<file path="src/hdl/clpr_pkg.sv">
// clpr_pkg: shared types and constants of the closest-point-on-line core
// no dependencies
`timescale 1ns / 1ps

package clpr_pkg;

	// stage enable and the valid bit entering a delay chain
	typedef struct packed {
		logic en;
		logic valid;
	} pipe_ctl_t;

	// digit widths of the partial-product multipliers
	localparam int MUL_DIGIT_WIDE   = 16;
	localparam int MUL_DIGIT_NARROW = 8;

endpackage

</file>
<file path="src/hdl/clpr_div.sv">
// clpr_div: pipelined restoring divider, one quotient bit per stage,
// rounding to nearest and overflow detection; depends on clpr_pkg
`timescale 1ns / 1ps

module clpr_div #(
	parameter int NW = 32,
	parameter int DW = 16,
	parameter int QW = 16
) (
	input  logic                clk,
	input  logic                arst_n,
	input  clpr_pkg::pipe_ctl_t ctl,
	input  logic [NW-1:0]       n,
	input  logic [DW-1:0]       d,
	output logic [QW:0]         qm,
	output logic                valid
);
	import clpr_pkg::*;

	localparam int CW = NW + 1;

	logic [NW-1:0] rem_s [QW+1];
	logic [DW-1:0] d_s   [QW+1];
	logic [QW-1:0] q_s   [QW+1];
	logic          ovf_s [QW+1];
	logic          v_s   [QW+1];
	logic [QW:0]   qm_q;
	logic          v_q;
	logic          ovf;
	logic          r2;

	// quotient would not fit in QW bits
	assign ovf = CW'(n) >= (CW'(d) << QW);

	always_ff @(posedge clk or negedge arst_n) begin
		if (!arst_n) begin
			for (int i = 0; i <= QW; i++) v_s[i] <= 1'b0;
			v_q <= 1'b0;
		end else if (ctl.en) begin
			v_s[0] <= ctl.valid;
			for (int i = 1; i <= QW; i++) v_s[i] <= v_s[i-1];
			v_q <= v_s[QW];
		end
	end

	always_ff @(posedge clk) begin
		if (ctl.en) begin
			rem_s[0] <= ovf ? '0 : n;
			d_s[0]   <= d;
			q_s[0]   <= '0;
			ovf_s[0] <= ovf;
		end
	end

	for (genvar k = 1; k <= QW; k++) begin : g_step
		localparam int SH = QW - k;
		logic [CW-1:0] trial;
		logic          take;

		assign trial = {1'b0, rem_s[k-1]} - (CW'(d_s[k-1]) << SH);
		assign take  = !trial[CW-1];

		always_ff @(posedge clk) begin
			if (ctl.en) begin
				rem_s[k] <= take ? trial[NW-1:0] : rem_s[k-1];
				q_s[k]   <= q_s[k-1] | (QW'(take) << SH);
				d_s[k]   <= d_s[k-1];
				ovf_s[k] <= ovf_s[k-1];
			end
		end
	end

	// ties go up, away from zero in magnitude
	assign r2 = {rem_s[QW], 1'b0} >= CW'(d_s[QW]);

	always_ff @(posedge clk) begin
		if (ctl.en) begin
			qm_q <= ovf_s[QW] ? ((QW+1)'(1) << QW) : ({1'b0, q_s[QW]} + (QW+1)'(r2));
		end
	end

	assign qm    = qm_q;
	assign valid = v_q;

endmodule

</file>
<file path="config.mk">
export PLATFORM = sky130hd
export DESIGN_NAME = clpr_div
export DESIGN_NICKNAME = d
export VERILOG_FILES = /design/src/hdl/clpr_pkg.sv /design/src/hdl/clpr_div.sv
export SDC_FILE = /design/constraint.sdc
export NUM_CORES = 2
export LEC_CHECK = 0
export BUFFER_PORTS_ARGS = -buffer_cell sky130_fd_sc_hd__clkbuf_2
export CAP_MARGIN = 20
export CORE_ASPECT_RATIO = 1.25
export CORE_MARGIN = 8
export CORE_UTILIZATION = 64
export CTS_CLUSTER_SIZE = 20
export DETAILED_ROUTE_END_ITERATION = 8
export PLACE_DENSITY_LB_ADDON = 0.1
export SYNTH_ARGS = -nofsm -noshare
export SYNTH_HDL_FRONTEND = slang
export SYNTH_SLANG_ARGS = --single-unit
export TNS_END_PERCENT = 100
</file>
<file path="constraint.sdc">
create_clock -name clk -period 3.7 [get_ports clk]
set_input_delay 0.185 -clock clk [delete_from_list [all_inputs] [get_ports clk]]
set_output_delay 0.185 -clock clk [all_outputs]
set_load 0.1 [all_outputs]
</file>
Yosys cells after proc, flatten, opt, wreduce, memory -nomap -nowiden:

Memory sizes are Yosys's and may differ from the RTL's.
Cells that the tools add are included.

* output and inout bits: 18
* RAM bits: 1105
* bits in registers: 35
* word-level logic and storage cells: 93
* memories: 4

* bitwise gates (word level): 16
* $lt $le $gt $ge: 2
* muxes and demuxes: 19
* reductions and logical operators: 16
* add/subtract/negate cells: 17

Memory list
* rem_s: words 17, bits a word 32, read ports 17, clocked after Yosys merged registers in 0, wr ports 17, RTL line clpr_div.sv:22 `logic [NW-1:0] rem_s [QW+1];`
* d_s: words 17, bits a word 16, read ports 17, clocked after Yosys merged registers in 0, wr ports 17, RTL line clpr_div.sv:23 `logic [DW-1:0] d_s [QW+1];`
* q_s: words 17, bits a word 16, read ports 17, clocked after Yosys merged registers in 0, wr ports 17, RTL line clpr_div.sv:24 `logic [QW-1:0] q_s [QW+1];`
* ovf_s: words 17, bits a word 1, read ports 17, clocked after Yosys merged registers in 0, wr ports 17, RTL line clpr_div.sv:25 `logic ovf_s [QW+1];`

Operators by type and width (number)
* 32-bit 2-to-1 mux: 17
* 33-bit by 16-bit greater-or-equal comparator with 1-bit output: 1
* 32-bit by 16-bit subtractor with 33-bit output: 1
* 32-bit by 17-bit subtractor with 33-bit output: 1
* 32-bit by 18-bit subtractor with 33-bit output: 1
* 32-bit by 19-bit subtractor with 33-bit output: 1
* 32-bit by 20-bit subtractor with 33-bit output: 1
* 32-bit by 21-bit subtractor with 33-bit output: 1
* 32-bit by 22-bit subtractor with 33-bit output: 1
* 32-bit by 23-bit subtractor with 33-bit output: 1
* 32-bit by 24-bit subtractor with 33-bit output: 1
* 32-bit by 25-bit subtractor with 33-bit output: 1
* 32-bit by 26-bit subtractor with 33-bit output: 1
* 32-bit by 27-bit subtractor with 33-bit output: 1
* 32-bit by 28-bit subtractor with 33-bit output: 1
* 32-bit by 29-bit subtractor with 33-bit output: 1
* 32-bit by 30-bit subtractor with 33-bit output: 1
* 32-bit by 31-bit subtractor with 33-bit output: 1
* 32-bit greater-or-equal comparator: 1
* 16-bit by 1-bit adder with 17-bit output: 1
* 1-bit logical NOT: 16
* 16-bit by 1-bit OR with 16-bit output: 1
* 16-bit by 10-bit OR with 16-bit output: 1
* 16-bit by 11-bit OR with 16-bit output: 1
* other kinds (14): 15

Depth between registers and ports, before layout:

* word-level depth: 3
* depth in mapped cells: 15

Worst setup path after synthesis:

Ideal clock, no wire load.

* path type: register to register
* start: mem rem_s[16][1], in the netlist rem_s[0][513]
* end: reg qm_q[15], in the netlist qm[15] (data pin)
* setup slack: 735 ps
* arrival time: 2699 ps
* library setup time: 266 ps
* cell stages (with the launch flop): 15
* data required time: 3434 ps
* path buffers: 0
* period minus slack after synthesis: 2965 ps
* cells stage by stage: edfxtp_1 -> ha_1 -> a21o_1 -> a21o_1 -> a211oi_1 -> o21ai_0 -> a221oi_1 -> o31ai_1 -> ha_1 -> and4_1 -> and3_1 -> and3_1 -> nand2_1 -> xor2_1 -> nor2_1

RTL lines
* from (decl): RTL line clpr_div.sv:22
* to (signal assigned): RTL line clpr_div.sv:78 `qm_q <= ovf_s[QW] ? ((QW+1)'(1) << QW) : ({1'b0, q_s[QW]} + (QW+1)'(r2));`
* to (decl): RTL line clpr_div.sv:27 `logic [QW:0] qm_q;`

==> flow_summary.yaml <==
yosys:
  syn_area_sq_um: 50300
  synthFlopType: "edfxtp_1"
  syn_nets: 4469
  synth_edf_count: 986
  synthCells: 4112
  synth_cell_type_count: 86
  async_flop_share: 0.0179
  syn_avg_cell_area_sq_um: 12.2
  ys_ff_latch: 1004
  yosys.area.top_type: "edfxtp_1"
  yosys-top-cells-count: "edfxtp_1 (986), inv_1 (374), ha_1 (289)"
  synthMostInstantiatedCell: "edfxtp_1"
  yosys-top-cells-area: "edfxtp_1 (59%), ha_1 (7.2%), xor2_1 (2.8%), inv_1 (2.8%), xnor2_1 (2.5%)"
  synth_top_area_frac: 0.588
  yosysWarnings: 0
  ys_seq_area_frac: 0.597
clock_network:
  cts_tree: "done"
  cts.sinks: 1004
  cts-root-buf: "clkbuf_16"
  clk_pin_slew_ps: 60
  h-tree-depth: 3
  cts_buffers: 97
  clockBufferDepth: 3
  clk_latency_ps: 690
final_layout:
  ff_latch_area_sq_um: 30100
  nFillCells: 5326
  multi_input_area_sq_um: 18500
  fin_util: 0.720
  drive_gt1_frac: 0.101
  stdcell_count: 5485
  nets: 4707
  areaGrowthSynthToFinish_pct: 12.0
place:
  dp_cells: 5253
  io_buffers: 69
  routabilityCongestion: 0.943
  post-place-ws_ps: 320
  dp_hpwl_um: 74100
critical_path:
  worstSetupStartpointType: "register"
  regToRegStartpoint: "d_s[13][0]"
  critPathKind: "reg -> reg"
  crit_path_start: "d_s[13][0]"
  arrival_ps: 3870
  path_max_fanout: 5
  worstPathRequired_ps: 4110
  crit_path_end_kind: "register"
pwr:
  internal_power_mw: 26.8
  clockPowerShare: 0.250
  sequentialPowerShare: 0.430
  p_comb_frac: 0.320
  p_sw_frac: 0.326
  p_per_area_nw_per_um2: 706
  vdd_drop_max_mv: 0.543
  p_leak_nw: 22.1
  switching_power_mw: 13.0
routing:
  drc: 0
  wl_met3_um: 3370
  wl_um: 101000
  dr.pass1.iters: 6
  wl_met2_um: 55100
  antenna_left: 0
  wirelength_met1_um: 36500
  via_per_inst: 5.80
  via_count: 31800
  dr.max_layer_used: "met4"
  drt_iter0_markers: 2014
  post_drt_wl_per_cell_um: 18.5
timing:
  slew_headroom: 0.390
  max_freq_ghz: 0.289
  fin_skew_ps: 39.9
  period_share: 0.935
  layout_setup_ws_ps: 242
  drv_slew: 0
  holdWs_ps: 37.3
  setup_viol: 0
  post-route-min-period_ps: 3460
  grt_setup_unrepaired: "no"
  hold_violations: 0
  worst_slew_pin_slew_ps: 906
  tns_ps: 0
global_route:
  grt_pass1_wl_um: 162000
  antenna_found_initial: 0
  grt_pass1_vias: 32200
  grt_overflow: 0
  grt_max_degree: 126
  track_usage: 0.231
die:
  die-area_sq_um: 88000
  initial_core_util: 0.643
  coreArea_sq_um: 78300
  fp.dieH_um: 330
  ios: 70
  std_cell_rows: 115
  fp.dieW_um: 267
min_path:
  holdCritStartpoint: "ctl[1]"
  hp-class: "in -> reg"
status:
  status: "finished, final reports clean"
flow_run:
  cap_violations: 0
[worst paths after layout]
kind,end,cells past startpoint,slack [ps]
setup / recovery,rem_s[0][473],11,240
hold / removal,rem_s[0][136],1,40
setup reg to reg,rem_s[0][473],11,240
hold reg to reg,rem_s[0][75],0,410
max in group asynchronous,v_s[9],3,2500
min in group asynchronous,v_s[1],3,690
[state kept, by name (all words and copies together), names as in the netlist]
register and flops:
q_s 136, rem_s 544, valid 1, ovf_s 17
d_s 272, qm 17, v_s 17
[final cells by class]
cell class,count,area share
Inverter,376,0.0250
Timing Repair Buffer,219,0.0319
Antenna cell,2,0.0000888
Clock inverter,59,0.0128
Clock buffer,120,0.0451
Sequential cell,1004,0.533
Multi-Input combinational cell,2652,0.329
Tap cell,1053,0.0234
[power by group through the flow]
| stage | Sequential [mW] | Clock, mW | Combinational, mW |
|---|---|---|---|
| 6_report | 17.1 | 9.96 | 12.7 |
| 5_1_grt | 17.3 | 10.5 | 14.2 |
| 4_1_cts | 17.1 | 10.2 | 12.7 |
| 3_5_place_dp | 17.3 | 0 | 12.6 |
| 3_3_place_gp | 17.3 | 0 | 12.3 |
| 2_1_floorplan | 16.7 | 0 | 9.53 |
[critical path, cell delays in order (launching register included)]
cell and delay [ps]:
edfxtp_1 410, ha_1 250, fa_1 400, nor2b_1 180, o31a_1 230, o311ai_0 210, and3_1 250, o31ai_1 440
buf_4 220, o211ai_2 150, nor4_1 310, xor2_1 110
[metrics by stage]
stage | total power, mW | cell area (sq um)
2_1_floorplan | 26.2 | 50300
3_3_place_gp | 29.6 | 52600
3_5_place_dp | 29.8 | 52600
4_1_cts | 40.0 | 56400
5_1_grt | 42.1 | 56400
6_report | 39.8 | 56400
[per-layer routing]
metal	GRT usage	vias to the layer above
met4	0.139	0
li1	-	15600
met1	0.235	15200
met2	0.444	658
met5	0	-
met3	0.0304	296
[what timing repair did]
action / CTS / global route
hold endpoints to repair: 67 / 0
gates resized for setup: 0 / 1
hold buffers: 51 / 0
setup endpoints to repair: 0 / 1
buffers inserted: 0 / 0
[logic make-up after synthesis]
logic type      after synthesis  share of synthesized area
compound gates              887                      0.113
xor+xnor                    309                     0.0538
fa+ha+maj                   305                     0.0782
buf+inv                     456                     0.0354
flops                      1004                      0.597
mux                          73                     0.0162
simple gates               1078                      0.107
[cells in the final DEF (no fill, tap or decap), types with 45 or more instances in the layout]
cell           instances
a21o_1               100
a21oi_1              243
buf_4                 84
clkbuf_16             97
clkbuf_2              68
dlygate4sd3_1         51
edfxtp_1             986
ha_1                 289
inv_1                374
mux2_2                66
nand2_1              262
nand2b_1              68
nand3_1               57
nor2_1               282
nor2b_1               45
nor3_1                94
nor4_1                49
o21a_1                48
o21ai_0              203
xnor2_1              146
xor2_1               163
No activity file was read; power rests on OpenSTA's default activity.
