[src/hdl/clpr_pkg.sv]
// clpr_pkg: shared types and constants of the closest-point-on-line core
// no dependencies
`timescale 1ns / 1ps

package clpr_pkg;

	// stage enable and the valid bit entering a delay chain
	typedef struct packed {
		logic en;
		logic valid;
	} pipe_ctl_t;

	// digit widths of the partial-product multipliers
	localparam int MUL_DIGIT_WIDE   = 16;
	localparam int MUL_DIGIT_NARROW = 8;

endpackage

[src/hdl/clpr_pipe.sv]
// clpr_pipe: delay line for side data with its valid bit
// depends on clpr_pkg
`timescale 1ns / 1ps

module clpr_pipe #(
	parameter int W     = 8,
	parameter int DEPTH = 2
) (
	input  logic                clk,
	input  logic                arst_n,
	input  clpr_pkg::pipe_ctl_t ctl,
	input  logic [W-1:0]        d,
	output logic [W-1:0]        q,
	output logic                valid
);
	import clpr_pkg::*;

	logic         v_s [DEPTH];
	logic [W-1:0] d_s [DEPTH];

	always_ff @(posedge clk or negedge arst_n) begin
		if (!arst_n) begin
			for (int i = 0; i < DEPTH; i++) v_s[i] <= 1'b0;
		end else if (ctl.en) begin
			v_s[0] <= ctl.valid;
			for (int i = 1; i < DEPTH; i++) v_s[i] <= v_s[i-1];
		end
	end

	always_ff @(posedge clk) begin
		if (ctl.en) begin
			d_s[0] <= d;
			for (int i = 1; i < DEPTH; i++) d_s[i] <= d_s[i-1];
		end
	end

	assign q     = d_s[DEPTH-1];
	assign valid = v_s[DEPTH-1];

endmodule

[config.mk]
export PLATFORM = sky130hd
export DESIGN_NAME = clpr_pipe
export DESIGN_NICKNAME = d
export VERILOG_FILES = /design/src/hdl/clpr_pkg.sv /design/src/hdl/clpr_pipe.sv
export SDC_FILE = /design/constraint.sdc
export NUM_CORES = 1
export LEC_CHECK = 0
export ABC_AREA = 1
export BUFFER_PORTS_ARGS = -buffer_cell sky130_fd_sc_hd__buf_2
export CAP_MARGIN = 20
export CORE_ASPECT_RATIO = 1.1
export CORE_UTILIZATION = 41
export DETAILED_ROUTE_END_ITERATION = 6
export PLACE_DENSITY = 0.8
export SLEW_MARGIN = 20
export SYNTH_ARGS = -nofsm -noshare
export SYNTH_HDL_FRONTEND = slang
export SYNTH_SLANG_ARGS = --single-unit
[constraint.sdc]
create_clock -name clk -period 0.8 [get_ports clk]
set_clock_uncertainty 0.15 [all_clocks]
set_input_delay 0.16 -clock clk [delete_from_list [all_inputs] [get_ports clk]]
set_output_delay 0.16 -clock clk [all_outputs]
set_load 0.005 [all_outputs]
; ---- After elaboration in Yosys (flattened, before gate mapping)
; Memory sizes are Yosys's and may differ from the RTL's.
; Cells that the tools add are included.
[classes]
n_mux = 2
[ops]
columns = cell, n
row1 = 1-bit two-way mux, 2
[word_totals]
n_memories = 1
wordCells = 5
ramBits = 16
ff_bits = 2
in_bits = 12
[memory_table]
columns = memory, words, word_bits, rd, rd_clocked_by_memory_dff, write_ports, line_no
row1 = d_s, 2, 8, 2, 0, 2, clpr_pipe.sv:19  ; logic [W-1:0] d_s [DEPTH];

; ---- Depth between registers and ports, before layout
; Gate-level depths: netlist of run 1.
[logic_depth]
ltp_word = 2
mapped_depth = 3

; ---- Worst setup path before layout of run 1
; Ideal clock, no wire load.
[synth_path]
path_type = register to output
startpoint = mem d_s[1][0] (netlist: d_s[0][8])
endpoint = out q[0]
path_slack_ns = 0.023
stages_incl_launch_ff = 2
t_arrival_ns = 0.467
cell_sequence = edfxtp_1 -> buf_4
[synth_lines]
columns = item, line_no
row1 = "start, declared", clpr_pipe.sv:19
row2 = "end, declared", clpr_pipe.sv:13  ; output logic [W-1:0] q,

; ---- Final worst setup path of run 1
[layout_path]
startpoint = reg v_s, in the netlist valid
endpoint = out valid
[layout_lines]
columns = item, line_no
row1 = "start, declared", clpr_pipe.sv:18  ; logic v_s [DEPTH];
row2 = "end, declared", clpr_pipe.sv:14  ; output logic valid
; No word-level cell between the ends.

==> results of run 1 <==
## state kept, by name, summed over array words and instances (netlist names)
signal  count
valid       1
d_s        16
v_s         1
## logic make-up (layout without fill, tap and decap cells)
group | count (synthesis) | after routing
buffers and inverters | 9 | 27
flip-flops | 18 | 18
AND/OR/NAND/NOR | 6 | 6
## layout by cell type, fill, tap and decap left out, drive strengths merged
cell type,n
clkinv,1
nand2,6
dfrtp,2
buf,21
clkbuf,3
dlygate4sd3,1
inv,1
edfxtp,16
## layout make-up
| cell class | count | share of cell area (%) |
|---|---|---|
| tap | 16 | 2.73 |
| inverter | 1 | 0.512 |
| clock inverter | 1 | 0.512 |
| clock buffer | 3 | 3.07 |
| sequential | 18 | 72.4 |
| timing repair buffer | 22 | 17.7 |
| multi-input combinational | 6 | 3.07 |
## routing by layer
metal  vias to the layer above  GRT usage, %  wire, um
met2                        20          13.7       294
li1                        141             -         -
met5                         -             0         0
met1                       121          9.47       255
met3                         3          1.57        65
met4                         0          10.3        32
## power groups by stage
stage / sequential [W] / combinational, W / clock (W)
2_1_floorplan: 0.00114 / 0.0000498 / 0
3_3_place_gp: 0.00114 / 0.0000966 / 0
3_5_place_dp: 0.00114 / 0.000101 / 0
4_1_cts: 0.00112 / 0.000105 / 0.000451
5_1_grt: 0.00113 / 0.000115 / 0.000476
6_report: 0.00112 / 0.000103 / 0.000428
## worst paths after layout
path | slack (ns) | cells after the start | endpoint
worst max register to register | 0.02 | 0 | d_s[0][13]$_DFFE_PP_
min in group asynchronous | 0.03 | 2 | valid$_DFFE_PN0P_
max in group asynchronous | 0.37 | 2 | v_s[1]$_DFFE_PN0P_
worst min-delay path | -0.11 | 1 | d_s[0][3]$_DFFE_PP_
worst min register to register | 0.27 | 0 | d_s[0][10]$_DFFE_PP_
worst max-delay path | -0.31 | 1 | valid
## metrics by stage
stage,std cells,setup TNS [ns],hold WS [ns]
floorplan,33,0,-0.286
detailed placement,62,-1.14,-0.198
global placement,62,-0.938,-0.204
CTS,67,-2.75,-0.119
finish,67,-2.59,-0.108
global route,67,-2.97,-0.125
## timing repair
item	CTS	global route
endpoints found under the setup margin	9	9
resized for setup	0	0
endpoints found under the hold margin	11	9
==> impl_metrics.csv, run 1 <==
group,metric,value,unit
final_layout,design_area,733,um^2
critical_path,crit_buf_inv,1,
logic_synthesis,syn_avg_cell_area,18.7,um^2
critical_path,critPathArrivalTime,0.80,ns
floorplan,fp.coreArea,0.00138,mm^2
sta,timing.final.ws_setup,-0.312,ns
pwr,p_total,0.00165,W
logic_synthesis,ys_seq_area_share,86.0,%
final_layout,fill_cells,114,
run,cap_violations,0,
detailed_routing,wirelength,647,um
place,port_buffers,20,
final_layout,diodes,0,
logic_synthesis,ys_seq_elements,18,
sta,worst_pin_slew,0.0949,ns
global_routing,grt_start_max_net_pins,20,
logic_synthesis,synth_xor_xnor_area_share,0,%
logic_synthesis,synth_warnings,0,
logic_synthesis,synth_nets,45,
floorplan,die_h,42.7,um
global_routing,grtUsageTotal,9.09,%
logic_synthesis,synth_top_family_by_area,"buffers and inverters",
logic_synthesis,synth.most_common_cell,"edfxtp_1",
outcome,status,"finished with violations",
logic_synthesis,yosys.area_share.adder,0,%
detailed_routing,ant_nets,0,
critical_path,required,0.49,ns
pwr,peakVddDrop,0.919,mV
min_path,hp-start,"d[3]",
final_layout,fin_util,53.0,%
sta,finalMaxSlewViolations,0,
floorplan,initial_utilization,44.6,%
pwr,swShare,18.9,%
global_routing,grt_pass1_wl,945,um
clock_network,cts_buffers,3,
pwr,p_clk_share,25.9,%
clock_network,clk_pin_slew,0.09,ns
logic_synthesis,synth.mux.area_fraction,0,%
detailed_routing,dr.first_iter.drc_count,7,
detailed_routing,avgViaCountPerCell,4.25,
clock_network,clk_latency,0.28,ns
logic_synthesis,synthTopCellsByCount,"16 x edfxtp_1, 8 x buf_4, 6 x nand2_1, 2 x dfrtp_1, 1 x inv_1",
clock_network,ctsHoldBuffers,1,
pwr,combPwrFrac,6.2,%
logic_synthesis,netlist_instances,33,
sta,min_period_over_period,139,%
logic_synthesis,synth-compound-area-share,0,%
detailed_routing,first_pass_iters,3,
global_routing,antenna_found_initial,0,
logic_synthesis,yosys.area.top_type,"edfxtp_1",
critical_path,crit_chain,"buf_2",
critical_path,max_stage_delay,0.39,ns
sta,finalHoldViolations,9,
place,dp_slack,-0.0661,ns
sta,relSlewSlack,93.7,%
min_path,hold_class,"in2reg",
floorplan,num_rows,14,
logic_synthesis,yosys-top-cells-area,"edfxtp_1 78%, buf_4 9.7%, dfrtp_1 8.1%",
sta,max_freq,0.899,GHz
logic_synthesis,synth.top_cell.area_share,77.9,%
floorplan,num_io_pins,21,
sta,finalSetupViolations,9,
sta,rsz0062_at_grt,"yes",
logic_synthesis,yosysUniqueCellTypes,5,
place,dp_hpwl,468,um
critical_path,crit_path_start_kind,"flop",
critical_path,cp_slowest_cell,"dfrtp_1",
clock_network,cts_tree,"yes",
global_routing,grt_pass1_vias,262,
detailed_routing,wl_per_cell,9.66,um
clock_network,clkSinkCount,18,
critical_path,cp_max_fo,2,
outcome,violations,"negative hold slack, negative setup slack",
clock_network,cts_max_path_buffers,2,
final_layout,nNetsFinal,64,
sta,finalCriticalPeriod,1.11,ns
pwr,seqPwrFrac,67.9,%
critical_path,critPathKind,"reg2out",
final_layout,area.growth.synth_to_final,18.9,%
critical_path,r2r-start,"d_s[0][5]$_DFFE_PP_",
floorplan,dieArea,0.00166,mm^2
critical_path,cpLargestDelayFamily,"flip-flops",
clock_network,cts_root_buf,"clkbuf_4",
pwr,p_switching,0.000313,W
pwr,p_int,0.00134,W
logic_synthesis,synth-simple-area-share,3.65,%
final_layout,multi_input_comb_area,22.5,um^2
logic_synthesis,synth_ff_type,"edfxtp_1",
floorplan,die_w,39.0,um
critical_path,critPathCaptureType,"primary output",
logic_synthesis,netlist_area,617,um^2
global_routing,grt.overflow.total,0,
final_layout,seq_area,531,um^2
place,placed_area,697,um^2
critical_path,startpoint,"valid$_DFFE_PN0P_",
place,place.gp.congestion,0.666,
pwr,powerDensity,2260,mW/mm^2
sta,holdWs,-0.108,ns
detailed_routing,vias,285,
final_layout,layout-drive-gt1-share,47.1,%
clock_network,postCtsSetupRepairBufs,0,
detailed_routing,drc,0,
logic_synthesis,synth_edf_count,16,
pwr,leakagePower,0.312,nW
logic_synthesis,async_reset_ff_share,11.1,%
clock_network,cts_htree_levels,1,
Power figures use the tool's default switching activity.
==> run 2: changes to the inputs <==
--- a/config.mk
+++ b/config.mk
@@ -5,7 +5,6 @@
 export SDC_FILE = /design/constraint.sdc
 export NUM_CORES = 1
 export LEC_CHECK = 0
-export ABC_AREA = 1
 export BUFFER_PORTS_ARGS = -buffer_cell sky130_fd_sc_hd__buf_2
 export CAP_MARGIN = 20
 export CORE_ASPECT_RATIO = 1.1
==> impl_metrics.csv, run 2 <==
group,metric,value,unit
outcome,status,"finished with violations",
outcome,violations,"negative hold slack, negative setup slack",
logic_synthesis,netlist_area,613,um^2
critical_path,crit_path_start_kind,"flop",
critical_path,cpLargestDelayFamily,"flip-flops",
run,cap_violations,0,
pwr,leakagePower,0.300,nW
sta,worst_pin_slew,0.103,ns
critical_path,max_stage_delay,0.37,ns
clock_network,cts_tree,"yes",
final_layout,area.growth.synth_to_final,18.8,%
critical_path,critPathCaptureType,"primary output",
sta,rsz0062_at_grt,"yes",
floorplan,num_rows,14,
logic_synthesis,syn_avg_cell_area,21.9,um^2
logic_synthesis,synth.top_cell.area_share,78.4,%
final_layout,final_cell_mix,"20 x buf_2, 16 x edfxtp_1, 3 x clkbuf_4",
critical_path,crit_buf_inv,1,
floorplan,die_h,42.6,um
detailed_routing,drc,0,
final_layout,fill_cells,114,
floorplan,die_w,38.9,um
logic_synthesis,synth_edf_count,16,
sta,timing.final.ws_setup,-0.290,ns
clock_network,clk_pin_slew,0.09,ns
final_layout,multi_input_comb_area,26.3,um^2
clock_network,cts_buffers,3,
detailed_routing,ant_nets,0,
floorplan,initial_utilization,44.3,%
critical_path,cp_max_fo,1,
logic_synthesis,netlist_instances,28,
sta,relSlewSlack,93.2,%
critical_path,critPathKind,"reg2out",
detailed_routing,vias,271,
sta,finalMaxSlewViolations,0,
final_layout,largest_register,"d_s",
min_path,hold_class,"in2reg",
global_routing,grtUsageTotal,10.2,%
floorplan,dieArea,0.00165,mm^2
logic_synthesis,ys_seq_area_share,86.5,%
detailed_routing,first_pass_iters,2,
logic_synthesis,synthTopCellsByCount,"16 x edfxtp_1, 8 x buf_4, 2 x dfrtp_1, 2 x mux2_2",
final_layout,diodes,0,
clock_network,clkSinkCount,18,
logic_synthesis,synth_warnings,0,
floorplan,num_io_pins,21,
clock_network,cts_max_path_buffers,2,
sta,max_freq,0.917,GHz
global_routing,grt_pass1_vias,249,
final_layout,layout-drive-gt1-share,57.4,%
global_routing,antenna_found_initial,0,
sta,holdWs,-0.0977,ns
global_routing,grt_pass1_wl,1060,um
clock_network,cts_htree_levels,1,
detailed_routing,wirelength,629,um
floorplan,fp.coreArea,0.00138,mm^2
logic_synthesis,yosys.area.top_type,"edfxtp_1",
final_layout,largest_reg_flops,16,
logic_synthesis,synth-compound-area-share,0,%
logic_synthesis,synth_nets,40,
sta,finalCriticalPeriod,1.09,ns
critical_path,critPathArrivalTime,0.78,ns
logic_synthesis,synth.most_common_cell,"edfxtp_1",
critical_path,required,0.49,ns
global_routing,grt.overflow.total,0,
place,port_buffers,20,
detailed_routing,wl_per_cell,9.98,um
pwr,powerDensity,2270,mW/mm^2
final_layout,layout_commonest_cell,"buf_2",
clock_network,clk_latency,0.27,ns
clock_network,postCtsSetupRepairBufs,0,
place,place.gp.congestion,0.569,
pwr,peakVddDrop,1.07,mV
logic_synthesis,synth.mux.area_fraction,3.67,%
logic_synthesis,ys_seq_elements,18,
final_layout,fin_util,52.6,%
detailed_routing,dr.first_iter.drc_count,1,
logic_synthesis,synth_ff_type,"edfxtp_1",
logic_synthesis,yosysUniqueCellTypes,4,
clock_network,ctsHoldBuffers,1,
logic_synthesis,yosys.area_share.adder,0,%
logic_synthesis,yosys-top-cells-area,"edfxtp_1 78%, buf_4 9.8%, dfrtp_1 8.2%",
sta,finalHoldViolations,9,
sta,min_period_over_period,136,%
sta,finalSetupViolations,11,
critical_path,cp_slowest_cell,"edfxtp_1",
logic_synthesis,async_reset_ff_share,11.1,%
critical_path,crit_chain,"buf_2",
final_layout,nNetsFinal,60,
clock_network,cts_root_buf,"clkbuf_4",
detailed_routing,avgViaCountPerCell,4.30,
sta,tns,-2.68,ns
logic_synthesis,synth_top_family_by_area,"buffers and inverters",
logic_synthesis,synth-simple-area-share,0,%
final_layout,seq_area,531,um^2
logic_synthesis,synth_xor_xnor_area_share,0,%
global_routing,grt_start_max_net_pins,11,
place,dp_hpwl,494,um
run 2: cell types whose count changed in the layout (fill, tap and decap cells not counted):
cell      change
mux2_4        +1
inv_1         -1
clkbuf_1      +1
clkinv_1      -1
buf_4         +2
nand2_1       -6
mux2_2        +1
buf_12        -1
run 2: what timing repair did:
| action | 4_1_cts | 5_1_grt |
|---|---|---|
| endpoints found under the setup margin | 12 | 14 |
| gates cloned | 0 | 0 |
| endpoints found under the hold margin | 11 | 9 |
| resized for setup | 0 | 1 |
run 2: final cells by class:
| class | instances | area share, % |
|---|---|---|
| Sequential cell | 18 | 72.9 |
| Timing Repair Buffer | 23 | 17.2 |
| Multi-Input combinational cell | 2 | 3.61 |
| Clock buffer | 4 | 3.61 |
| Tap cell | 16 | 2.75 |
run 2: kinds of logic (layout without fill, tap and decap cells):
logic type / after synthesis / in the layout
buffers and inverters: 8 / 27
muxes: 2 / 2
DFF: 18 / 18
run 2: final timing paths:
path	from	endpoint	slack (ns)	depth (start not counted)
setup / recovery	d_s[0][12]$_DFFE_PP_	q[4]	-0.29	1
hold / removal	d[6]	d_s[0][6]$_DFFE_PP_	-0.1	1
setup reg to reg	valid$_DFFE_PN0P_	valid$_DFFE_PN0P_	-0.11	1
hold reg to reg	d_s[0][3]$_DFFE_PP_	d_s[0][11]$_DFFE_PP_	0.27	0
max in group asynchronous	arst_n	v_s[1]$_DFFE_PN0P_	0.36	2
min in group asynchronous	arst_n	valid$_DFFE_PN0P_	0.05	2
run 2: report_power, final:
part / switching, W / total [W] / internal [W]
Combinational: 0.0000427 / 0.000107 / 0.0000646
Sequential: 0.0000196 / 0.00113 / 0.00111
Clock: 0.000229 / 0.000421 / 0.000193
Total: 0.000291 / 0.00165 / 0.00136
run 2: layer usage:
metal	track usage [%]	wire length [um]	vias up
met5	0	0	-
met4	8.28	0	0
met3	3.19	47	0
met2	14.7	336	13
met1	11.9	245	126
li1	-	-	132
run 2: through the flow:
| stage | setup slack, ns | power [W] | cell area (um^2) | std cells | hold slack [ns] |
|---|---|---|---|---|---|
| floorplan | -0.0871 | 0.00120 | 613 | 28 | -0.286 |
| detailed placement | -0.106 | 0.00125 | 688 | 58 | -0.202 |
| CTS | -0.317 | 0.00168 | 724 | 63 | -0.111 |
| global route | -0.355 | 0.00176 | 728 | 63 | -0.123 |
| global placement | -0.0908 | 0.00124 | 688 | 58 | -0.205 |
| finish | -0.290 | 0.00165 | 728 | 63 | -0.0977 |
==> run 3: changes to the inputs <==
--- a/config.mk
+++ b/config.mk
@@ -5,12 +5,14 @@
 export SDC_FILE = /design/constraint.sdc
 export NUM_CORES = 1
 export LEC_CHECK = 0
-export BUFFER_PORTS_ARGS = -buffer_cell sky130_fd_sc_hd__buf_2
+export ABC_AREA = 1
+export BUFFER_PORTS_ARGS = -buffer_cell sky130_fd_sc_hd__buf_4
 export CAP_MARGIN = 20
 export CORE_ASPECT_RATIO = 1.1
 export CORE_UTILIZATION = 41
 export DETAILED_ROUTE_END_ITERATION = 6
 export PLACE_DENSITY = 0.8
+export REMOVE_ABC_BUFFERS = 1
 export SLEW_MARGIN = 20
 export SYNTH_ARGS = -nofsm -noshare
 export SYNTH_HDL_FRONTEND = slang
==> impl_metrics.csv, run 3 (same netlist as run 1, synthesis figures left out) <==
group,metric,value,unit
critical_path,required,0.49,ns
critical_path,critPathCaptureType,"primary output",
clock_network,clkSinkCount,18,
floorplan,die_w,39.0,um
final_layout,nNetsFinal,63,
pwr,leakagePower,0.322,nW
sta,worst_pin_slew,0.221,ns
place,place.gp.congestion,0.648,
sta,min_period_over_period,138,%
sta,finalMaxSlewViolations,0,
place,dp_cells,61,
clock_network,postCtsSetupRepairBufs,0,
sta,tns,-2.66,ns
detailed_routing,top_layer,"met3",
clock_network,clk_pin_slew,0.09,ns
detailed_routing,first_pass_iters,2,
sta,finalSetupViolations,9,
place,dp_slack,-0.0592,ns
critical_path,crit_chain,"buf_6",
clock_network,cts_buffers,3,
outcome,status,"finished with violations",
pwr,peakVddDrop,1.02,mV
sta,finalHoldViolations,9,
final_layout,layout-drive-gt1-share,46.0,%
clock_network,clk_latency,0.27,ns
clock_network,cts_tree,"yes",
clock_network,cts_htree_levels,1,
critical_path,cp_slowest_cell,"edfxtp_1",
global_routing,grt.overflow.total,0,
outcome,violations,"negative hold slack, negative setup slack",
critical_path,cpLargestDelayFamily,"flip-flops",
global_routing,grt_pass1_vias,244,
final_layout,diodes,0,
final_layout,layout_commonest_cell,"buf_4",
final_layout,area.growth.synth_to_final,24.9,%
place,port_buffers,20,
min_path,hold_class,"in2reg",
critical_path,cp_max_fo,1,
global_routing,grt_pass1_wl,1020,um
sta,relSlewSlack,85.3,%
global_routing,antenna_found_initial,0,
critical_path,crit_path_start_kind,"flop",
floorplan,die_h,42.7,um
critical_path,max_stage_delay,0.39,ns
sta,timing.final.ws_setup,-0.306,ns
detailed_routing,drc,0,
global_routing,grt_start_max_net_pins,20,
clock_network,cts_root_buf,"clkbuf_4",
place,dp_hpwl,490,um
detailed_routing,route.met3.wl,57,um
critical_path,critPathKind,"reg2out",
global_routing,grtUsageTotal,9.28,%
run,cap_violations,0,
critical_path,crit_buf_inv,1,
floorplan,num_io_pins,21,
detailed_routing,dr.first_iter.drc_count,1,
detailed_routing,avgViaCountPerCell,4.20,
detailed_routing,wirelength,643,um
floorplan,dieArea,0.00166,mm^2
final_layout,final_cell_mix,"18 x buf_4, 16 x edfxtp_1, 6 x nand2_1",
clock_network,ctsHoldBuffers,1,
sta,max_freq,0.904,GHz
floorplan,initial_utilization,44.6,%
detailed_routing,m1WireLength,284,um
sta,holdWs,-0.0960,ns
sta,rsz0062_at_grt,"yes",
sta,finalCriticalPeriod,1.11,ns
floorplan,num_rows,14,
detailed_routing,dr_wl_met2,300,um
final_layout,largest_register,"d_s",
final_layout,instances_no_fill,66,
detailed_routing,vias,277,
final_layout,largest_reg_flops,16,
critical_path,critPathArrivalTime,0.80,ns
floorplan,fp.coreArea,0.00138,mm^2
pwr,powerDensity,2170,mW/mm^2
clock_network,cts_max_path_buffers,2,
detailed_routing,ant_nets,0,
detailed_routing,wl_per_cell,9.74,um
-- run 3: power by group --
group / internal, W / switching, W
Combinational: 0.0000831 / 0.0000451
Clock: 0.000181 / 0.000236
Sequential: 0.00110 / 0.0000208
Total: 0.00137 / 0.000302
-- run 3: path summary, 6_finish.rpt --
path	from	end	slack, ns	depth (start not counted)
worst min-delay path	d[1]	d_s[0][1]$_DFFE_PP_	-0.1	1
worst max register to register	d_s[0][7]$_DFFE_PP_	d_s[0][15]$_DFFE_PP_	0.01	0
min in group asynchronous	arst_n	v_s[1]$_DFFE_PN0P_	0.04	2
worst min register to register	d_s[0][2]$_DFFE_PP_	d_s[0][10]$_DFFE_PP_	0.27	0
worst max-delay path	d_s[0][9]$_DFFE_PP_	q[1]	-0.31	1
max in group asynchronous	arst_n	valid$_DFFE_PN0P_	0.37	2
-- run 3: layout make-up --
class                   count  area (um^2)
inverters                   1         3.75
multi-input cells           6         22.5
clock buffers               3         22.5
fillers                   116          613
well taps                  16         20.0
flip-flops and latches     18          531
repair buffers             21          168
clock inverters             1         3.75
-- run 3: timing repair --
item,CTS,global route
gates resized for setup,1,1
hold endpoints to repair,11,9
setup endpoints to repair,10,10
-- run 3: metrics by stage --
stage / power [W] / utilization, % / hold slack (ns) / area (um^2)
5_1_grt: 0.00176 / 55.7 / -0.124 / 771
2_1_floorplan: 0.00116 / - / -0.286 / 557
3_3_place_gp: 0.00126 / 52.5 / -0.207 / 727
4_1_cts: 0.00169 / 55.4 / -0.106 / 767
3_5_place_dp: 0.00127 / 52.5 / -0.207 / 727
6_report: 0.00167 / 55.7 / -0.0960 / 771
-- run 3: metal layers --
| metal | up-vias | track usage [%] |
|---|---|---|
| met1 | 118 | 12.4 |
| met4 | 0 | 4.14 |
| met2 | 18 | 13.3 |
| li1 | 141 | - |
| met3 | 0 | 3.66 |
| met5 | - | 0 |
