## src/hdl/clpr_mul.sv

```systemverilog
// clpr_mul: signed multiplier, one digit of b per pipeline stage
// depends on nothing but the enclosing pipeline's enable
`timescale 1ns / 1ps

module clpr_mul #(
	parameter int AW  = 16,
	parameter int BW  = 16,
	parameter int DGW = 8
) (
	input  logic                 clk,
	input  logic                 en,
	input  logic signed [AW-1:0] a,
	input  logic signed [BW-1:0] b,
	output logic signed [AW+BW-1:0] p
);
	localparam int ND  = (BW + DGW - 1) / DGW;
	localparam int BPW = ND * DGW;
	localparam int PW  = AW + BW;

	logic signed [AW-1:0]  a_s   [ND];
	logic signed [BPW-1:0] b_s   [ND];
	logic signed [PW-1:0]  acc_s [ND];

	for (genvar i = 0; i < ND; i++) begin : g_st
		logic signed [AW-1:0]    a_in;
		logic signed [BPW-1:0]   b_in;
		logic signed [PW-1:0]    acc_in;
		logic signed [DGW:0]     dig;
		logic signed [AW+DGW:0]  pp;
		logic signed [PW-1:0]    pp_sh;

		if (i == 0) begin : g_first
			assign a_in   = a;
			assign b_in   = BPW'(b);
			assign acc_in = '0;
		end else begin : g_next
			assign a_in   = a_s[i-1];
			assign b_in   = b_s[i-1];
			assign acc_in = acc_s[i-1];
		end

		// only the top digit carries the sign
		if (i == ND - 1) begin : g_top
			assign dig = {b_in[BPW-1], b_in[i*DGW +: DGW]};
		end else begin : g_low
			assign dig = {1'b0, b_in[i*DGW +: DGW]};
		end

		assign pp    = a_in * dig;
		assign pp_sh = PW'(pp) <<< (i * DGW);

		always_ff @(posedge clk) begin
			if (en) begin
				a_s[i]   <= a_in;
				b_s[i]   <= b_in;
				acc_s[i] <= acc_in + pp_sh;
			end
		end
	end

	assign p = acc_s[ND-1];

endmodule

```

## config.mk

```make
export PLATFORM = sky130hd
export DESIGN_NAME = clpr_mul
export DESIGN_NICKNAME = d
export VERILOG_FILES = /design/src/hdl/clpr_mul.sv
export SDC_FILE = /design/constraint.sdc
export NUM_CORES = 1
export LEC_CHECK = 0
export ABC_AREA = 1
export BUFFER_PORTS_ARGS = -buffer_cell sky130_fd_sc_hd__buf_2
export CAP_MARGIN = 20
export CORE_AREA = 5 5 208 210
export CTS_CLUSTER_SIZE = 20
export DETAILED_ROUTE_END_ITERATION = 7
export DIE_AREA = 0 0 213 215
export PLACE_DENSITY = 0.56
export SLEW_MARGIN = 20
export SYNTH_ARGS = -nofsm -noshare
export SYNTH_HDL_FRONTEND = slang
export SYNTH_SLANG_ARGS = --single-unit
export TNS_END_PERCENT = 1
```

## constraint.sdc

```tcl
create_clock -name clk -period 7.4 [get_ports clk]
set_input_delay 0.37 -clock clk [delete_from_list [all_inputs] [get_ports clk]]
set_output_delay 0.37 -clock clk [all_outputs]
set_load 0.01 [all_outputs]
```

**Word-level counts from Yosys, hierarchy flattened**

Memory sizes are Yosys's and may differ from the RTL's.
Index checks and enable logic that the tools add are counted.

- Bits of input ports: 34
- Logic and storage cells: 8
- Output and inout port bits: 32
- Flip-flop bits (word level): 0
- Memories: 3
- RAM bits: 128

Memory list:

| memory | depth | width | rd ports | clocked after Yosys merged registers in | write ports | line | text |
|---|---|---|---|---|---|---|---|
| acc_s | 2 | 32 | 2 | 0 | 2 | 22 | `logic signed [PW-1:0] acc_s [ND];` |
| a_s | 2 | 16 | 1 | 0 | 2 | 20 | `logic signed [AW-1:0] a_s [ND];` |
| b_s | 2 | 16 | 1 | 0 | 2 | 21 | `logic signed [BPW-1:0] b_s [ND];` |

- Add/sub/neg operators: 1
- Multipliers: 2
- Mux-type cells: 2

Operator list:

| cell | number |
|---|---|
| $add A32 B32 Y32 | 1 |
| $mul A16 B9 Y25 | 1 |
| $mul A16 B8 Y24 | 1 |
| $mux W1 | 2 |

**Longest topological paths before layout**

Gate-level depths: netlist of the first run.
An unclocked memory read counts as a cell.

- Depth after elaboration: 3
- Depth in mapped cells: 33
- Gate-level depth less buffers: 31

**Worst setup path before layout of the first run**

Ideal clock, no wire load.

- Path type: flip-flop to flip-flop
- Start point: mem b_s[0][10] in the netlist's numbering
- End point: mem acc_s[0][63] in the netlist's numbering, data pin
- Setup slack: 2.060 ns
- Stages on the path, launching flop included: 32
- Period minus slack after synthesis: 5.340 ns
- Path buffers: 2
- Setup time: 0.253 ns
- Arrival: 5.087 ns
- Required time: 7.147 ns
- Cells stage by stage: edfxtp_1 > clkbuf_1 > clkbuf_1 > nand2_1 > fa_1 > fa_1 > inv_1 > fa_1 > inv_1 > fa_1 > inv_1 > ha_1 > nand2_1 > inv_1 > nand2_1 > nand2_1 > a21oi_2 > o21ai_2 > nand2_1 > nand2_1 > nand2_1 > nand2_1 > ha_1 > nand2_1 > nor2_1 > nand2_1 > nor2_1 > nand2_1 > nand3_1 > inv_1 > nand3_1 > nand2_1

RTL lines:

| item | line |
|---|---|
| start, declared | 21 |
| end, declared | 22 |

==> impl_metrics.env, run 1 <==
export IMPL_ys_top_cells_by_area="sky130_fd_sc_hd__fa_1 29%, sky130_fd_sc_hd__edfxtp_1 17%, sky130_fd_sc_hd__inv_1 14%, sky130_fd_sc_hd__nand2_1 12%, sky130_fd_sc_hd__ha_1 11%"
export IMPL_cpPeakStageDelay_ns=0.78
export IMPL_finalHoldViolations=0
export IMPL_wl_per_cell_um=14.7
export IMPL_hold_path_class="input port to register"
export IMPL_layout_area_growth_over_synthesis_pct=5.89
export IMPL_synthDominantCellAreaShare_pct=29.0
export IMPL_crit_chain="nand2_1 -> fa_1 -> inv_1 -> fa_1 -> inv_1 -> fa_1 -> inv_1 -> fa_1 -> ha_1 -> nand3_1 -> nor3_1 -> nand4_1 -> nand3_1 -> xor2_1 -> ha_1 -> nand2_1 -> nor4_1 -> nand3b_1 -> nand4_1 -> nand2_1"
export IMPL_worstSetupStartpointType="register"
export IMPL_worst_path_buf_inv=3
export IMPL_post_detailed_routing_wire_length_um=34700
export IMPL_fin_crit_sh_pct=81.6
export IMPL_ant_nets=0
export IMPL_timing_critical_path_mode_cell="sky130_fd_sc_hd__fa_1"
export IMPL_coreArea_um2=41400
export IMPL_ctsRootBufferMaster="sky130_fd_sc_hd__clkbuf_16"
export IMPL_ctsLongestPathBuffers=2
export IMPL_antenna_cells=0
export IMPL_crit_slowest_cell="sky130_fd_sc_hd__edfxtp_1"
export IMPL_synth_seq_area_share_pct=17.1
export IMPL_cts_hold_buffers=0
export IMPL_global_route_usage_total_pct=16.1
export IMPL_worst_hold_slack_ns=0.173
export IMPL_count_leader_synth="sky130_fd_sc_hd__inv_1"
export IMPL_drc_errors=0
export IMPL_report_final_slew_viol_count=0
export IMPL_grt_max_degree=67
export IMPL_synthCells=1838
export IMPL_netlist_area_um2=14200
export IMPL_die_area_um2=45800
export IMPL_detailed_place_hpwl_um=29000
export IMPL_synth_cell_type_count=39
export IMPL_worstSkewPairLatency_ns=0.37
export IMPL_ys_flop_type="sky130_fd_sc_hd__edfxtp_1"
export IMPL_max_cap_violations=0
export IMPL_worstSetupPathType="register to register"
export IMPL_htree_num_levels=3
export IMPL_die_width_um=213
export IMPL_yosysWarnings=0
export IMPL_syn_nets=2200
export IMPL_synth_largest_area_cell="sky130_fd_sc_hd__fa_1"
export IMPL_reg2reg_setup_slack_ns=1.36
export IMPL_drt_vias_per_instance=4.55
export IMPL_ys_ff_latch=81
export IMPL_worst_setup_path_end_kind="register"
export IMPL_synth_edff_count=81
export IMPL_cts_tree="built"
export IMPL_rsz0062_at_grt="no"
export IMPL_rows=75
export IMPL_worstPathMaxFanout=16
export IMPL_outcome="completed"
export IMPL_timing_rr_start="b_s[0][10]"
export IMPL_timing_hold_worst_start="b[14]"
export IMPL_synth_async_sr_flop_share_pct=0
export IMPL_worst_slew_pin_transition_ns=0.861
export IMPL_dr_pass1_iters=5
export IMPL_post_cts_repair_setup_buffers=0
export IMPL_final_setup_viols=0
export IMPL_place_port_buffers=65
export IMPL_drtIter0Drc=643
export IMPL_antenna_violations_before_repair=0
export IMPL_timing_setup_tns_ns=0
export IMPL_pin_count=66
export IMPL_vias_in_the_first_global_route=11500
export IMPL_clock_sinks=81
export IMPL_path_clk_slew_ns=0.07
export IMPL_postSynthAreaPerCell_um2=7.74
export IMPL_initial_core_util_pct=34.4
export IMPL_postCtsResizedCells=0
export IMPL_max_slew_margin_pct=42.6
export IMPL_finClkSkew_ns=0.0136
export IMPL_period_minus_slack_ns=6.04
export IMPL_worst_r2r_cell_count=20
export IMPL_die_h_um=215
export IMPL_worstHoldEndpoint="b_s[0][14]"
export IMPL_worstPathRequired_ns=7.52
export IMPL_max_freq_ghz=0.166
export IMPL_final_layout_size_suffix_gt1_share_pct=5.92
export IMPL_total_clock_buffers_created_by_cts=9
export IMPL_min_path_cells=1
export IMPL_post_synth_most_frequent_cells="522 x sky130_fd_sc_hd__inv_1, 464 x sky130_fd_sc_hd__nand2_1, 206 x sky130_fd_sc_hd__fa_1"
export IMPL_data_arrival_time_at_the_worst_slack_endpoint_ns=6.16
export IMPL_critical_path_top_delay_family="adder cells"
export IMPL_final_nets=2182
export IMPL_global_route_wire_length_before_repair_um=59000
export IMPL_routability_congestion_estimate=0.875
export IMPL_vias=10800
export IMPL_critical_path_reg2reg_endpoint="acc_s[0][62]"
export IMPL_globalRouteOverflowTotal=0
layer usage:
layer	GRT usage, %	share of wire (%)	vias to the layer above
met1	20.2	43	5252
li1	-	-	5302
met4	3.18	1.2	0
met2	29.9	53	177
met5	0	0	-
met3	1.47	3.0	20
logic make-up after synthesis:
group,synth area share [%]
fa+ha+maj,39.7
xor+xnor,3.08
flops,17.1
buf+inv,17.3
compound gates,5.03
simple gates,17.8
layout by cell type (no fill, tap or decap), types with 4 or more instances in the layout:
cell and count:
sky130_fd_sc_hd__a21oi_1 65, sky130_fd_sc_hd__a31oi_1 4, sky130_fd_sc_hd__buf_2 64, sky130_fd_sc_hd__clkbuf_16 9, sky130_fd_sc_hd__edfxtp_1 81, sky130_fd_sc_hd__fa_1 206, sky130_fd_sc_hd__ha_1 122, sky130_fd_sc_hd__inv_1 522
sky130_fd_sc_hd__inv_2 5, sky130_fd_sc_hd__nand2_1 464, sky130_fd_sc_hd__nand3_1 47, sky130_fd_sc_hd__nand4_1 12, sky130_fd_sc_hd__nor2_1 81, sky130_fd_sc_hd__nor3_1 9, sky130_fd_sc_hd__o21ai_0 30, sky130_fd_sc_hd__o21ai_2 7
sky130_fd_sc_hd__o21bai_1 4, sky130_fd_sc_hd__xnor2_1 22, sky130_fd_sc_hd__xor2_1 28
per-stage QoR:
step | setup slack (ns) | std cells | util [%] | instance area [um2]
global placement | 1.30 | 2348 | 35.7 | 14800
detailed placement | 1.38 | 2348 | 35.7 | 14800
finish | 1.36 | 2364 | 36.4 | 15100
global route | 0.960 | 2364 | 36.4 | 15100
floorplan | 2.06 | 1838 | - | 14200
CTS | 1.36 | 2364 | 36.4 | 15100
state kept, by name, indices dropped and copies added (netlist names):
register  cells
a_s          16
acc_s        57
b_s           8
how the worst max path moves through the flow:
stage / from / to / slack [ns] / cells past startpoint
floorplan: b_s[0][10] / acc_s[0][63] / 2.06 / 31
global placement: b_s[0][8] / acc_s[0][58] / 1.30 / 23
detailed placement: b_s[0][8] / acc_s[0][60] / 1.38 / 22
CTS: b_s[0][8] / acc_s[0][60] / 1.36 / 22
global route: b_s[0][10] / acc_s[0][63] / 0.96 / 24
finish: b_s[0][10] / acc_s[0][62] / 1.36 / 20
area by class of cell:
class | instances | area [um2]
clock buffer | 10 | 229
tap | 539 | 674
sequential | 81 | 2430
timing repair buffer | 66 | 335
clock inverter | 6 | 81.3
fill | 4340 | 26300
multi-input combinational | 1134 | 9340
inverter | 528 | 1980
Power of run 1 is not shown: default switching activity piles up to over one toggle a cycle in this logic, so the estimate is an artifact.
==> run 2: changes to the inputs <==
- PLACE_DENSITY: 0.56 -> 0.58
- clock period: 7.4 -> 5.3 ns (I/O delays scaled with it)
==> impl_metrics.env, run 2 (synthesis gave the netlist of run 1 again) <==
export IMPL_outcome="complete, but fails checks"
export IMPL_failed_checks="negative setup slack"
export IMPL_place_port_buffers=65
export IMPL_ant_nets=0
export IMPL_layout_cells_most_common_list="512 x sky130_fd_sc_hd__inv_1, 437 x sky130_fd_sc_hd__nand2_1, 205 x sky130_fd_sc_hd__fa_1"
export IMPL_final_nets=2337
export IMPL_pin_count=66
export IMPL_fin_crit_sh_pct=102
export IMPL_cts_hold_buffers=0
export IMPL_max_freq_ghz=0.185
export IMPL_data_arrival_time_at_the_worst_slack_endpoint_ns=5.55
export IMPL_die_area_um2=45800
export IMPL_rows=75
export IMPL_ctsRootBufferMaster="sky130_fd_sc_hd__clkbuf_16"
export IMPL_antenna_violations_before_repair=1
export IMPL_worstPathMaxFanout=5
export IMPL_report_final_slew_viol_count=0
export IMPL_detailed_place_hpwl_um=30400
export IMPL_globalRouteOverflowTotal=0
export IMPL_rsz0062_at_grt="yes"
export IMPL_drt_vias_per_instance=4.54
export IMPL_coreArea_um2=41400
export IMPL_critical_path_reg2reg_endpoint="acc_s[0][59]"
export IMPL_htree_num_levels=3
export IMPL_worstSetupPathType="register to register"
export IMPL_reg_largest_list="acc_s: 57 flops, a_s: 16 flops, b_s: 8 flops"
export IMPL_initial_core_util_pct=34.4
export IMPL_max_cap_violations=0
export IMPL_clock_sinks=81
export IMPL_period_minus_slack_ns=5.41
export IMPL_finalWorstSetupSlack_ns=-0.115
export IMPL_path_clk_slew_ns=0.07
export IMPL_layout_area_growth_over_synthesis_pct=19.3
export IMPL_worstPathRequired_ns=5.44
export IMPL_vias_in_the_first_global_route=12400
export IMPL_worst_r2r_cell_count=26
export IMPL_worst_setup_path_end_kind="register"
export IMPL_die_h_um=215
export IMPL_largest_register="acc_s"
export IMPL_cp_startpoint="b_s[0][14]"
export IMPL_drc_errors=0
export IMPL_die_width_um=213
export IMPL_dr_pass1_iters=5
export IMPL_pre_cts_ws_ns=-0.499
export IMPL_cp_endpoint="acc_s[0][59]"
export IMPL_total_clock_buffers_created_by_cts=9
export IMPL_global_route_usage_total_pct=16.6
export IMPL_worstSkewPairLatency_ns=0.37
export IMPL_layout_cells_most_common="sky130_fd_sc_hd__inv_1"
export IMPL_timing_rr_start="b_s[0][14]"
export IMPL_cts_tree="built"
export IMPL_vias=11400
export IMPL_routability_congestion_estimate=0.876
export IMPL_finClkSkew_ns=0.0131
export IMPL_global_route_wire_length_before_repair_um=61200
export IMPL_final_setup_viols=10
export IMPL_post_detailed_routing_wire_length_um=36600
export IMPL_largest_register_ffs=57
export IMPL_hold_path_class="input port to register"
export IMPL_final_layout_size_suffix_gt1_share_pct=19.2
export IMPL_wl_per_cell_um=14.5
export IMPL_drtIter0Drc=540
export IMPL_finalHoldViolations=0
export IMPL_max_slew_margin_pct=40.2
export IMPL_reg2reg_setup_slack_ns=-0.11
export IMPL_grt_max_degree=43
export IMPL_ctsLongestPathBuffers=2
export IMPL_worst_slew_pin_transition_ns=0.897
export IMPL_worstSetupStartpointType="register"
[run 2: cell types whose count changed in the layout (fill, tap and decap cells not counted), moves of 14 or more]
cell	previous run	this run
sky130_fd_sc_hd__a21oi_2	3	20
sky130_fd_sc_hd__nand2_2	3	24
sky130_fd_sc_hd__a21oi_1	65	46
sky130_fd_sc_hd__ha_4	0	23
sky130_fd_sc_hd__nor2_1	81	67
sky130_fd_sc_hd__nand2_1	464	437
sky130_fd_sc_hd__buf_4	2	144
sky130_fd_sc_hd__ha_1	122	99
[run 2: layer usage]
| layer | global-route usage, % | wire, um | vias up |
|---|---|---|---|
| met1 | 20.4 | 15500 | 5590 |
| met2 | 30.2 | 19200 | 177 |
| met5 | 0 | 0 | - |
| li1 | - | - | 5623 |
| met3 | 1.76 | 979 | 55 |
| met4 | 5.72 | 958 | 0 |
[run 2: area by class of cell]
type | count | area, um2
multi-input combinational | 1134 | 10000
timing repair buffer | 221 | 1570
clock buffer | 9 | 225
tap | 539 | 674
antenna | 1 | 2.50
fill | 4157 | 24400
sequential | 81 | 2430
inverter | 528 | 1980
clock inverter | 7 | 61.3
[run 2: how the worst min path moves through the flow]
stage	start	endpoint	cells after the start
3_5_place_dp	acc_s[0][5]	acc_s[0][37]	0
3_3_place_gp	acc_s[0][2]	acc_s[0][34]	0
2_1_floorplan	a[0]	a_s[0][0]	0
5_1_grt	b[8]	b_s[0][8]	1
4_1_cts	b[8]	b_s[0][8]	1
6_report	b[12]	b_s[0][12]	1
[run 2: worst max-delay path, stage by stage, from the launching register on]
cell                       delay [ns]
sky130_fd_sc_hd__edfxtp_1        0.39
sky130_fd_sc_hd__buf_6           0.14
sky130_fd_sc_hd__buf_12          0.12
sky130_fd_sc_hd__nand2_4         0.04
sky130_fd_sc_hd__inv_2           0.04
sky130_fd_sc_hd__fa_1            0.51
sky130_fd_sc_hd__fa_1            0.55
sky130_fd_sc_hd__fa_1            0.55
sky130_fd_sc_hd__inv_2           0.04
sky130_fd_sc_hd__fa_1            0.56
sky130_fd_sc_hd__inv_2           0.06
sky130_fd_sc_hd__ha_4            0.31
sky130_fd_sc_hd__nand2_4         0.08
sky130_fd_sc_hd__buf_6           0.12
sky130_fd_sc_hd__nor4_4          0.30
sky130_fd_sc_hd__a21oi_2         0.12
sky130_fd_sc_hd__xnor2_2         0.18
sky130_fd_sc_hd__ha_1            0.32
sky130_fd_sc_hd__nand2_2         0.09
sky130_fd_sc_hd__nor2_4          0.11
sky130_fd_sc_hd__nand2_2         0.10
sky130_fd_sc_hd__inv_2           0.07
sky130_fd_sc_hd__nand2_2         0.06
sky130_fd_sc_hd__a21boi_2        0.17
sky130_fd_sc_hd__nor2_1          0.05
sky130_fd_sc_hd__nand2_1         0.05
sky130_fd_sc_hd__nand2_1         0.04
[run 2: stage by stage]
step	hold slack, ns	utilization [%]	std cells	setup TNS [ns]	cell area, um2
finish	0.0711	41.0	2520	-0.710	17000
global route	0.0611	41.0	2520	-3.19	17000
CTS	0.0483	40.2	2513	-0.357	16600
detailed placement	0.406	38.0	2475	-3.24	15700
global placement	0.403	38.0	2475	-3.27	15700
floorplan	0.364	-	1838	-0.00156	14200
[run 2: repair_timing]
| action | in CTS | in global routing |
|---|---|---|
| gates cloned | 0 | 0 |
| gates resized for setup | 88 | 72 |
| endpoints found under the setup margin | 12 | 13 |
| buffers inserted | 22 | 6 |
| pin swaps | 38 | 52 |
| endpoints found under the hold margin | 0 | 0 |
Power of run 2 is left out for the same reason.
==> run 3: changes to the inputs <==
==> constraint.sdc (replaced) <==
create_clock -name clk -period 5.3 [get_ports clk]
set_input_delay 1.06 -clock clk [delete_from_list [all_inputs] [get_ports clk]]
set_output_delay 1.06 -clock clk [all_outputs]
set_load 0.01 [all_outputs]
==> impl_metrics.env, run 3 (synthesis gave the netlist of run 1 again) <==
export IMPL_outcome="complete, but fails checks"
export IMPL_failed_checks="negative setup slack"
export IMPL_coreArea_um2=41400
export IMPL_data_arrival_time_at_the_worst_slack_endpoint_ns=5.52
export IMPL_reg_largest_list="acc_s: 57 flops, a_s: 16 flops, b_s: 8 flops"
export IMPL_max_slew_margin_pct=39.8
export IMPL_crit_chain="inv_2 -> buf_4 -> or2_2 -> fa_1 -> fa_1 -> inv_1 -> fa_1 -> inv_1 -> fa_1 -> inv_2 -> ha_4 -> nand3_1 -> and2_4 -> o21ai_2 -> nand4_1 -> nand2_1 -> xor2_2 -> ha_1 -> a21oi_1 -> o21ai_1 -> a21oi_2 -> nand3_2 -> nand3_1 -> nand2_1"
export IMPL_ant_nets=0
export IMPL_final_setup_viols=9
export IMPL_antenna_cells=0
export IMPL_layout_cells_most_common="sky130_fd_sc_hd__inv_1"
export IMPL_drt_vias_per_instance=4.52
export IMPL_worst_hold_slack_ns=0.420
export IMPL_rows=75
export IMPL_total_clock_buffers_created_by_cts=9
export IMPL_period_minus_slack_ns=5.40
export IMPL_global_route_usage_total_pct=17.0
export IMPL_grt_max_degree=46
export IMPL_top_layer_used="met4"
export IMPL_wl_met1_um=15600
export IMPL_max_cap_violations=0
export IMPL_ctsRootBufferMaster="sky130_fd_sc_hd__clkbuf_16"
export IMPL_path_clk_slew_ns=0.08
export IMPL_reg2reg_setup_slack_ns=-0.1
export IMPL_vias_in_the_first_global_route=12500
export IMPL_finalHoldViolations=0
export IMPL_worstPathRequired_ns=5.42
export IMPL_max_freq_ghz=0.185
export IMPL_final_layout_size_suffix_gt1_share_pct=19.3
export IMPL_layout_area_growth_over_synthesis_pct=19.8
export IMPL_rsz0062_at_grt="yes"
export IMPL_die_h_um=215
export IMPL_place_port_buffers=65
export IMPL_multi_input_comb_area_um2=9940
export IMPL_antenna_violations_before_repair=0
export IMPL_worstSkewPairLatency_ns=0.38
export IMPL_finClkSkew_ns=0.0199
export IMPL_worst_path_stages=24
export IMPL_min_path_cells=0
export IMPL_largest_register_ffs=57
export IMPL_final_nets=2361
export IMPL_globalRouteOverflowTotal=0
export IMPL_cts_hold_buffers=0
export IMPL_worst_path_buf_inv=5
export IMPL_post_detailed_routing_wire_length_um=36600
export IMPL_met2RoutedLength_um=19400
export IMPL_drc_errors=0
export IMPL_vias=11500
export IMPL_worst_slew_pin_transition_ns=0.903
export IMPL_die_width_um=213
export IMPL_detailroute_wirelength_met3_um=930
export IMPL_sequential_area_um2=2430
export IMPL_timing_rr_start="b_s[0][15]"
export IMPL_worstSetupStartpointType="register"
export IMPL_wl_per_cell_um=14.4
export IMPL_cp_startpoint="b_s[0][15]"
export IMPL_crit_slowest_cell="sky130_fd_sc_hd__fa_1"
export IMPL_worst_setup_path_end_kind="register"
export IMPL_cp_endpoint="acc_s[0][63]"
export IMPL_htree_num_levels=3
export IMPL_drtIter0Drc=509
export IMPL_hold_path_class="register to register"
export IMPL_global_route_wire_length_before_repair_um=62600
export IMPL_die_area_um2=45800
export IMPL_critical_path_reg2reg_endpoint="acc_s[0][63]"
export IMPL_worst_r2r_cell_count=24
export IMPL_layout_cells_most_common_list="517 x sky130_fd_sc_hd__inv_1, 445 x sky130_fd_sc_hd__nand2_1, 204 x sky130_fd_sc_hd__fa_1"
export IMPL_routability_congestion_estimate=0.899
export IMPL_report_final_slew_viol_count=0
export IMPL_worstPathMaxFanout=4
export IMPL_cpPeakStageDelay_ns=0.51
export IMPL_fin_crit_sh_pct=102
export IMPL_pre_cts_ws_ns=-0.371
export IMPL_cts_tree="built"
export IMPL_largest_register="acc_s"
export IMPL_detailed_place_hpwl_um=30800
export IMPL_dr_pass1_iters=4
export IMPL_critical_path_top_delay_family="adder cells"
export IMPL_worstSetupPathType="register to register"
export IMPL_ctsLongestPathBuffers=2
export IMPL_timing_critical_path_mode_cell="sky130_fd_sc_hd__fa_1"
export IMPL_clock_sinks=81
export IMPL_pin_count=66
export IMPL_fillerInstances=4154
export IMPL_initial_core_util_pct=34.4
export IMPL_finalWorstSetupSlack_ns=-0.0965
==> run 3: cell types whose count changed in the layout (fill, tap and decap cells not counted), moves of 5 or more <==
cell and change:
sky130_fd_sc_hd__nand2_1 +8, sky130_fd_sc_hd__a21oi_2 -5, sky130_fd_sc_hd__buf_4 +24, sky130_fd_sc_hd__inv_2 -5
sky130_fd_sc_hd__inv_1 +5, sky130_fd_sc_hd__a21oi_1 +5
==> run 3: timing repair <==
item	4_1_cts	5_1_grt
buffers inserted	23	1
endpoints found under the setup margin	12	14
resized for setup	103	25
pin swaps	48	11
cloned	1	0
endpoints found under the hold margin	0	0
==> run 3: area by class of cell <==
cell class,count,area share [%]
Multi-Input combinational cell,1134,58.3
Sequential cell,81,14.3
Inverter,528,11.6
Timing Repair Buffer,245,10.1
Tap cell,539,3.96
Clock buffer,9,1.32
Clock inverter,6,0.382
==> run 3: worst min-delay path by stage <==
stage                            from           end  slack [ns]
after CTS                 acc_s[0][0]  acc_s[0][32]        0.42
final                     acc_s[0][0]  acc_s[0][32]        0.42
after global placement    acc_s[0][2]  acc_s[0][34]        0.40
after detailed placement  acc_s[0][0]  acc_s[0][32]        0.41
after floorplan           acc_s[0][0]  acc_s[0][32]        0.40
after global routing      acc_s[0][1]  acc_s[0][33]        0.43
==> run 3: stage by stage <==
step | setup TNS [ns] | std cells | util (%) | cell area [um2]
after floorplan | -0.00156 | 1838 | - | 14200
after global placement | -2.91 | 2502 | 38.5 | 15900
after detailed placement | -2.89 | 2502 | 38.5 | 15900
after CTS | -0.252 | 2541 | 40.9 | 16900
after global routing | -3.37 | 2542 | 41.2 | 17100
final | -0.448 | 2542 | 41.2 | 17100
==> run 3: routing by layer <==
layer / vias up / track usage, %
li1: 5659 / -
met1: 5613 / 20.7
met2: 166 / 31.6
met3: 49 / 1.87
met4: 0 / 4.52
met5: - / 0
Power of run 3 is left out for the same reason.
